<file path="src/rtl/bitmap_run_allocator_core_assert.svh">
// assertion macros shared by the allocator rtl
`ifndef BITMAP_RUN_ALLOCATOR_CORE_ASSERT_SVH
`define BITMAP_RUN_ALLOCATOR_CORE_ASSERT_SVH

`ifndef SYNTHESIS

// antecedent implies consequent in the same cycle
`define BRA_ASSERT_IMPL(lbl, clk, rst_n, ante, cons, msg) \
  lbl: assert property (@(posedge clk) disable iff (!rst_n) (ante) |-> (cons)) \
    else $error(msg);

// condition must never hold
`define BRA_ASSERT_NEVER(lbl, clk, rst_n, cond, msg) \
  lbl: assert property (@(posedge clk) disable iff (!rst_n) !(cond)) \
    else $error(msg);

`else

`define BRA_ASSERT_IMPL(lbl, clk, rst_n, ante, cons, msg)
`define BRA_ASSERT_NEVER(lbl, clk, rst_n, cond, msg)

`endif

`endif

</file>
<file path="src/rtl/bra_pkg.sv">
// shared types, constants and helpers of the bitmap run allocator
`default_nettype none

package bra_pkg;

  // default configuration
  localparam int MAP_BITS_DEF = 4096;
  localparam int MAX_RUN_DEF  = 16;

  // map word geometry
  localparam int WORD_BITS = 64;
  localparam int JW        = 6;

  // request queue between front and back
  localparam int QUEUE_DEPTH = 2;

  // one queued request
  typedef struct packed {
    logic [4:0] run_length;
    logic       reject;
  } req_t;

  // index of the lowest set bit of a map word window
  function automatic logic [JW-1:0] lowest_set(input logic [WORD_BITS-1:0] v);
    logic [JW-1:0] idx;
    idx = '0;
    for (int i = WORD_BITS - 1; i >= 0; i--) begin
      if (v[i]) begin
        idx = JW'(i);
      end
    end
    return idx;
  endfunction

endpackage

`default_nettype wire

</file>
<file path="src/rtl/bra_front.sv">
// request front end: accepts, classifies and queues run requests
`default_nettype none

`include "bitmap_run_allocator_core_assert.svh"

module bra_front #(
  parameter int MAX_RUN = bra_pkg::MAX_RUN_DEF
) (
  input  wire logic          clk,
  input  wire logic          rst_n,
  input  wire logic          start,
  output logic               busy,
  input  wire logic [4:0]    in_run_length,
  output logic               q_valid,
  output bra_pkg::req_t      q_req,
  input  wire logic          q_pop
);

  localparam int QD  = bra_pkg::QUEUE_DEPTH;
  localparam int QPW = (QD > 1) ? $clog2(QD) : 1;
  localparam int QCW = $clog2(QD + 1);

  bra_pkg::req_t  q_r [QD];
  logic [QPW-1:0] wr_ptr_r, wr_ptr_nxt;
  logic [QPW-1:0] rd_ptr_r, rd_ptr_nxt;
  logic [QCW-1:0] count_r, count_nxt;
  logic           push;
  bra_pkg::req_t  push_req;

  // zero length and over-long requests are refused without a scan
  always_comb begin
    push_req.run_length = in_run_length;
    push_req.reject     = (in_run_length == 5'd0) ||
                          (int'({27'd0, in_run_length}) > MAX_RUN);
  end

  assign busy    = (count_r == QCW'(QD));
  assign push    = start && !busy;
  assign q_valid = (count_r != '0);
  assign q_req   = q_r[rd_ptr_r];

  // pointer and fill count update
  always_comb begin
    wr_ptr_nxt = wr_ptr_r;
    rd_ptr_nxt = rd_ptr_r;
    count_nxt  = count_r;
    if (push) begin
      wr_ptr_nxt = (wr_ptr_r == QPW'(QD - 1)) ? '0 : wr_ptr_r + QPW'(1);
    end
    if (q_pop) begin
      rd_ptr_nxt = (rd_ptr_r == QPW'(QD - 1)) ? '0 : rd_ptr_r + QPW'(1);
    end
    if (push && !q_pop) begin
      count_nxt = count_r + QCW'(1);
    end else if (!push && q_pop) begin
      count_nxt = count_r - QCW'(1);
    end
  end

  // control registers
  always_ff @(posedge clk) begin
    if (!rst_n) begin
      wr_ptr_r <= '0;
      rd_ptr_r <= '0;
      count_r  <= '0;
    end else begin
      wr_ptr_r <= wr_ptr_nxt;
      rd_ptr_r <= rd_ptr_nxt;
      count_r  <= count_nxt;
    end
  end

  // queue storage
  always_ff @(posedge clk) begin
    if (push) begin
      q_r[wr_ptr_r] <= push_req;
    end
  end

  `BRA_ASSERT_NEVER(a_pop_empty, clk, rst_n, q_pop && (count_r == '0), "pop from empty queue")

endmodule

`default_nettype wire

</file>
<file path="config.mk">
export PLATFORM = sky130hd
export DESIGN_NAME = bra_front
export DESIGN_NICKNAME = d
export VERILOG_FILES = /design/src/rtl/bra_pkg.sv /design/src/rtl/bra_front.sv
export VERILOG_INCLUDE_DIRS = /design/src /design/src/rtl
export SDC_FILE = /design/constraint.sdc
export NUM_CORES = 1
export LEC_CHECK = 0
export BUFFER_PORTS_ARGS = -buffer_cell sky130_fd_sc_hd__buf_2
export CAP_MARGIN = 20
export CORE_MARGIN = 5
export CORE_UTILIZATION = 47
export CTS_BUF_LIST = sky130_fd_sc_hd__clkbuf_8
export CTS_CLUSTER_SIZE = 25
export DETAILED_ROUTE_END_ITERATION = 12
export GPL_ROUTABILITY_DRIVEN = 1
export GPL_TIMING_DRIVEN = 0
export PLACE_DENSITY = 0.72
export SYNTH_ARGS = -nofsm -noshare
export SYNTH_HDL_FRONTEND = slang
export SYNTH_SLANG_ARGS = --single-unit
</file>
<file path="constraint.sdc">
create_clock -name clk -period 1.5 [get_ports clk]
set_input_delay 0.075 -clock clk [delete_from_list [all_inputs] [get_ports clk]]
set_output_delay 0.075 -clock clk [all_outputs]
set_load 0.01 [all_outputs]
</file>
==> out/metrics.cfg, run 1 <==
[placed_design]
hpwl_dp_um=799
place.gp.congestion=0.650
postPlaceCellArea_sq_um=774
placed_cells_incl_taps=78
numPortBuffers=16

[job]
maxCapViolations=0

[grt]
grt_max_degree=11
overflow=0
antenna_found_initial=0
track_usage_pct=11.7
grt_pass1_wl_um=1870
first_global_vias=424

[timing]
grt_setup_unrepaired=yes
max_freq_mhz=669
final.period_utilization_pct=99.6
holdWs_ns=0.0367
final_period_minus_worst_setup_slack_ns=1.49
drv_slew=0
finish_stage_setup_viols=0
fin_worst_skew_ns=0.00197
measured_slew_at_the_worst_slew_check_pin_ns=0.552
hold_viol=0
slew_headroom_pct=63.0

[synthesis]
ys_seq_elements=17
syn-mean-instance-area_sq_um=14.4
synth_nets=57
yosys.cell_types.count=20
synth_seq_area_share_pct=68.1
syn_inst=47
synth_area_sq_um=676
yosysWarningCount=0

[floorplanning]
chipWidth_um=47.9
io_pins=17
rows=13
start_util_pct=50.7
die_area_sq_um=2300
die_y_um=47.9
fp.coreArea_sq_um=1330

[layout]
final_net_count=79
syn2layout_area_growth_pct=28.9
post_route_cells_drive_above_1_share_pct=55.9
commonest_cells_after_routing_fill_and_taps_aside=buf_2, edfxtp_1, mux2_2
final_cell_area_sq_um=871
layout.cells.most_common=buf_2
antenna_cells=0
layout.cells.non_filler=83

[worst_hold_path]
hp-class=input port to register
timing.hold.worst.start=in_run_length[3]

[routing]
routed_wl_um=1210
vias=420
drt_via_density=5.06
detail-route-antenna-nets=0
wire_per_inst_um=14.5
detail_route.first_pass.iterations=3
route.detailed.drc=0
drtIter0Drc=7

[clock_network]
cts_tree=done
clock_tree.root_cell=clkbuf_8
hold_buffers=0
cts_max_level=1
cts_max_path_buffers=2
clock_latency_on_the_worst_skew_pair_ns=0.24
cts.clk_slew.worst_paths_ns=0.07
numClockSinks=17
cts_inserted_buffers=3

[pwr]
power.density_cell_area_nw_per_um2=1400
p_leak_uw=0.000361
ir_worst_vdd_v=0.000803

[critical_path]
critPathArrivalTime_ns=1.67
worst_setup_path_start_kind=register
criticalPathCategory=register to register
ff_to_ff_start=count_r[0]
worst_setup_path_end_kind=register
critical_path_required_ns=1.67
worst_setup_path_startpoint=count_r[0]
critPathMaxFanout=4

[run_status]
status=complete, no violations

-- power breakdown --
part / internal [uW] / switching, uW / total, uW
clock: 184 / 154 / 338
sequential: 570 / 35.0 / 605
combinational: 142 / 131 / 273
-- final timing paths --
path	slack, ns	cells past startpoint	endpoint
worst min register to register	0.52	2	register
worst max-delay path	0.005	7	count_r[1]
worst max register to register	0.005	7	count_r[1]
worst min-delay path	0.04	1	q_r[0][4]
-- Yosys cell counts --
| library cell | number | area share, % |
|---|---|---|
| and3_1 | 1 | 0.93 |
| nor4_1 | 1 | 0.93 |
| mux2_2 | 6 | 10 |
| edfxtp_1 | 12 | 53 |
| inv_1 | 3 | 1.7 |
| dfxtp_1 | 5 | 15 |
| inv_2 | 1 | 0.56 |
| o21a_1 | 1 | 1.1 |
| a21boi_0 | 1 | 1.1 |
| or3_1 | 1 | 0.93 |
| nor3_2 | 1 | 1.5 |
| a21oi_1 | 1 | 0.74 |
| ha_1 | 1 | 1.9 |
| xnor2_1 | 1 | 1.3 |
| or2_2 | 1 | 0.93 |
| nor2_1 | 4 | 2.2 |
| nand2b_1 | 1 | 0.93 |
| clkbuf_1 | 1 | 0.56 |
| o21ai_0 | 1 | 0.74 |
| xor2_1 | 3 | 3.9 |
-- cells by family (layout without fill, tap and decap cells) --
group	Yosys count	after routing	share of synthesized area, %
flip-flops	17	17	68.1
AND/OR/NAND/NOR	10	10	8.34
multiplexers	6	6	10.0
buffers and inverters	5	26	2.78
AO/OA/AOI/OAI	4	4	3.70
XOR/XNOR	4	4	5.19
adder cells (fa/ha/maj)	1	1	1.85
-- timing repair --
item                                    CTS  global route
endpoints found under the setup margin    1             7
pin swaps                                 2             3
hold endpoints to repair                  0             0
gates resized for setup                   3             8
buffers inserted                          1             1
-- sequential cells by signal, indices dropped and copies added (netlist names), named ones only --
name,flops
count_r,2
q_r,12
rd_ptr_r,1
wr_ptr_r,1
-- layout make-up --
class | instances | area [sq um]
Timing Repair Buffer | 18 | 95.1
Fill cell | 97 | 463
Sequential cell | 17 | 465
Multi-Input combinational cell | 25 | 228
Clock buffer | 3 | 41.3
Tap cell | 15 | 18.8
Inverter | 4 | 17.5
Clock inverter | 1 | 5.00
-- through the flow --
stage | total power, uW | TNS [ns] | setup WS (ns) | util (%)
2_1_floorplan | 741 | 0 | 0.0259 | -
3_3_place_gp | 811 | -0.00993 | -0.00993 | 58.1
3_5_place_dp | 820 | -0.0821 | -0.0821 | 58.1
4_1_cts | 1170 | 0 | 0.0160 | 63.0
5_1_grt | 1280 | -0.0335 | -0.0335 | 65.3
6_report | 1220 | 0 | 0.00534 | 65.3
-- per-layer routing --
| layer | wire length (um) | GRT usage [%] |
|---|---|---|
| met2 | 628 | 19.8 |
| met3 | 81 | 3.01 |
| met4 | 41 | 4.84 |
| met5 | 0 | 0 |
| met1 | 454 | 14.2 |
-- critical path, cell delays in order (launching register included) --
cell and delay (ns):
dfxtp_4 0.36, nand2b_4 0.15, inv_4 0.06, nor2_2 0.04
ha_4 0.15, xor2_1 0.15, or3_4 0.33, a21oi_2 0.16
No activity file was read; power rests on OpenSTA's default activity.
==> inputs of run 2 (changes only) <==
--- a/config.mk
+++ b/config.mk
@@ -7,7 +7,7 @@
 export NUM_CORES = 1
 export LEC_CHECK = 0
 export BUFFER_PORTS_ARGS = -buffer_cell sky130_fd_sc_hd__buf_2
-export CAP_MARGIN = 20
+export CAP_MARGIN = 30
 export CORE_MARGIN = 5
 export CORE_UTILIZATION = 47
 export CTS_BUF_LIST = sky130_fd_sc_hd__clkbuf_8
@@ -16,6 +16,7 @@
 export GPL_ROUTABILITY_DRIVEN = 1
 export GPL_TIMING_DRIVEN = 0
 export PLACE_DENSITY = 0.72
+export SETUP_SLACK_MARGIN = 0.05
 export SYNTH_ARGS = -nofsm -noshare
 export SYNTH_HDL_FRONTEND = slang
 export SYNTH_SLANG_ARGS = --single-unit
==> run 2 against run 1 <==
  * Via count increased by 0.71%
  * Largest cell class unchanged
  * Clock skew up 0.0019 ns
  * Hold slack worse by 0.00083 ns
  * Critical path type unchanged
  * Clock power is 3% lower
==> out/metrics.cfg, run 2 (synthesis gave the netlist of run 1 again) <==
[run_status]
status=complete, no violations

[grt]
first_global_vias=406  ; -4.2%
antenna_found_initial=0  ; unchanged
overflow=0  ; unchanged
track_usage_pct=11.9  ; +0.13 points
grt_pass1_wl_um=1800  ; -3.7%
grt_max_degree=11  ; unchanged

[routing]
route.detailed.drc=0  ; unchanged
detail-route-antenna-nets=0  ; unchanged
routed_wl_um=1150  ; -4.6%
wire_per_inst_um=13.9  ; -4.6%
vias=423  ; +0.71%
detail_route.first_pass.iterations=4  ; +1
drtIter0Drc=2  ; -5
drt_via_density=5.10  ; +0.71%

[layout]
fill_cells=104  ; +7.2%
syn2layout_area_growth_pct=25.6
final_net_count=79  ; unchanged
commonest_cells_after_routing_fill_and_taps_aside=buf_2, edfxtp_1, mux2_2
largest_reg_flops=12  ; unchanged
largest_register_by_flop_count=q_r
reg.largest.list=q_r: 12 flops, count_r: 2 flops
layout.cells.most_common=buf_2
post_route_cells_drive_above_1_share_pct=52.9  ; -2.9 points
antenna_cells=0  ; unchanged
layout.cells.non_filler=83  ; unchanged

[timing]
measured_slew_at_the_worst_slew_check_pin_ns=0.536  ; -0.0162 ns
finish_stage_setup_viols=0  ; unchanged
holdWs_ns=0.0359  ; -0.000828 ns
final.period_utilization_pct=94.9  ; -4.7 points
max_freq_mhz=702  ; +5.0%
hold_viol=0  ; unchanged
grt_setup_unrepaired=yes
slew_headroom_pct=64.1  ; +1.1 points
fin_worst_skew_ns=0.00389  ; +0.00192 ns
final_period_minus_worst_setup_slack_ns=1.42  ; -0.0709 ns
drv_slew=0  ; unchanged

[critical_path]
timing.critical_path.slowest_stage_cell=dfxtp_2
crit_chain=nand2b_4, inv_2, nor2_2, ha_1, buf_4, o21ai_0, a21oi_2
timing.reg2reg.setup_slack_ns=0.08  ; +0.07 ns
critPathArrivalTime_ns=1.56  ; -0.11 ns
max_stage_delay_ns=0.32  ; -0.04 ns
criticalPathCategory=register to register
worst_setup_path_end_kind=register
worst_setup_path_start_kind=register
critical_path_required_ns=1.63  ; -0.04 ns
critPathMaxFanout=3  ; -1

[pwr]
p_leak_uw=0.000361  ; -0.22%
ir_worst_vdd_v=0.000707  ; -12%
power.density_cell_area_nw_per_um2=1390  ; -0.62%
power.total_uw=1180  ; -3.2%

[floorplanning]
start_util_pct=50.7  ; unchanged
chipWidth_um=47.9  ; unchanged
die_y_um=47.9  ; unchanged
rows=13  ; unchanged
die_area_sq_um=2300  ; unchanged
fp.coreArea_sq_um=1330  ; unchanged
io_pins=17  ; unchanged

[clock_network]
cts_tree=done
cts_max_level=1  ; unchanged
numClockSinks=17  ; unchanged
cts.clk_slew.worst_paths_ns=0.06  ; about the same
cts_max_path_buffers=2  ; unchanged
clock_latency_on_the_worst_skew_pair_ns=0.24  ; about the same
cts_inserted_buffers=3  ; unchanged
clock_tree.root_cell=clkbuf_8

[placed_design]
hpwl_dp_um=840  ; +5.1%
numPortBuffers=16  ; unchanged
place.gp.congestion=0.626  ; -3.6%
placed_cells_incl_taps=78  ; unchanged

[worst_hold_path]
hp-class=input port to register

[job]
maxCapViolations=0  ; unchanged

run 2: changes by cell type in the layout (fill, tap and decap cells not counted):
cell,delta
or3_4,-1
inv_2,+1
o21ai_0,+1
o21ai_1,-1
dfxtp_4,-1
dfxtp_2,+1
ha_1,+1
inv_4,-1
ha_4,-1
or3_1,+1
run 2: final timing paths:
path                         start  depth (start not counted)          to
hold reg to reg           rd_ptr_r                          2    rd_ptr_r
hold / removal    in_run_length[1]                          1   q_r[0][2]
setup / recovery        count_r[0]                          7  count_r[1]
setup reg to reg        count_r[0]                          7  count_r[1]
run 2: worst max-delay path: cells and delay by family, from the launching register on:
| family | cells | cell delay [ns] |
|---|---|---|
| flip-flops | 1 | 0.32 |
| AND/OR/NAND/NOR | 2 | 0.18 |
| AO/OA/AOI/OAI | 2 | 0.29 |
| adder cells (fa/ha/maj) | 1 | 0.29 |
| buffers and inverters | 2 | 0.22 |
run 2: final cells by class:
cell class,count,area [sq um],share of cell area (%)
flip-flops and latches,17,463,54.6
multi-input cells,25,210,24.8
clock inverters,1,5.00,0.590
repair buffers,18,95.1,11.2
inverters,4,15.0,1.77
well taps,15,18.8,2.21
clock buffers,3,41.3,4.87
run 2: power by group:
group	internal, uW	leakage [uW]	total [uW]	switching [uW]
Sequential	568	0.000154	599	30.8
Combinational	128	0.000181	252	124
Clock	184	0.0000255	327	143
run 2: stage by stage:
stage / setup TNS (ns) / instance area [sq um] / util [%] / setup slack [ns]
floorplan: 0 / 683 / - / 0.0572
global placement: 0 / 782 / 58.6 / 0.0115
detailed placement: -0.0622 / 782 / 58.6 / -0.0622
CTS: 0 / 850 / 63.7 / 0.0533
global route: 0 / 848 / 63.6 / 0.00677
finish: 0 / 848 / 63.6 / 0.0762
run 2: per-layer routing:
metal / GRT usage (%) / wire [um]
met1: 12.2 / 463
met2: 22.2 / 601
met3: 3.38 / 85
met4: 4.84 / 0
met5: 0 / 0
run 2: timing repair:
action,in CTS,in global routing
setup buffers,2,0
setup endpoints to repair,1,7
gates resized for setup,3,1
gates cloned,0,0
pin swaps,2,2
hold buffers,0,0
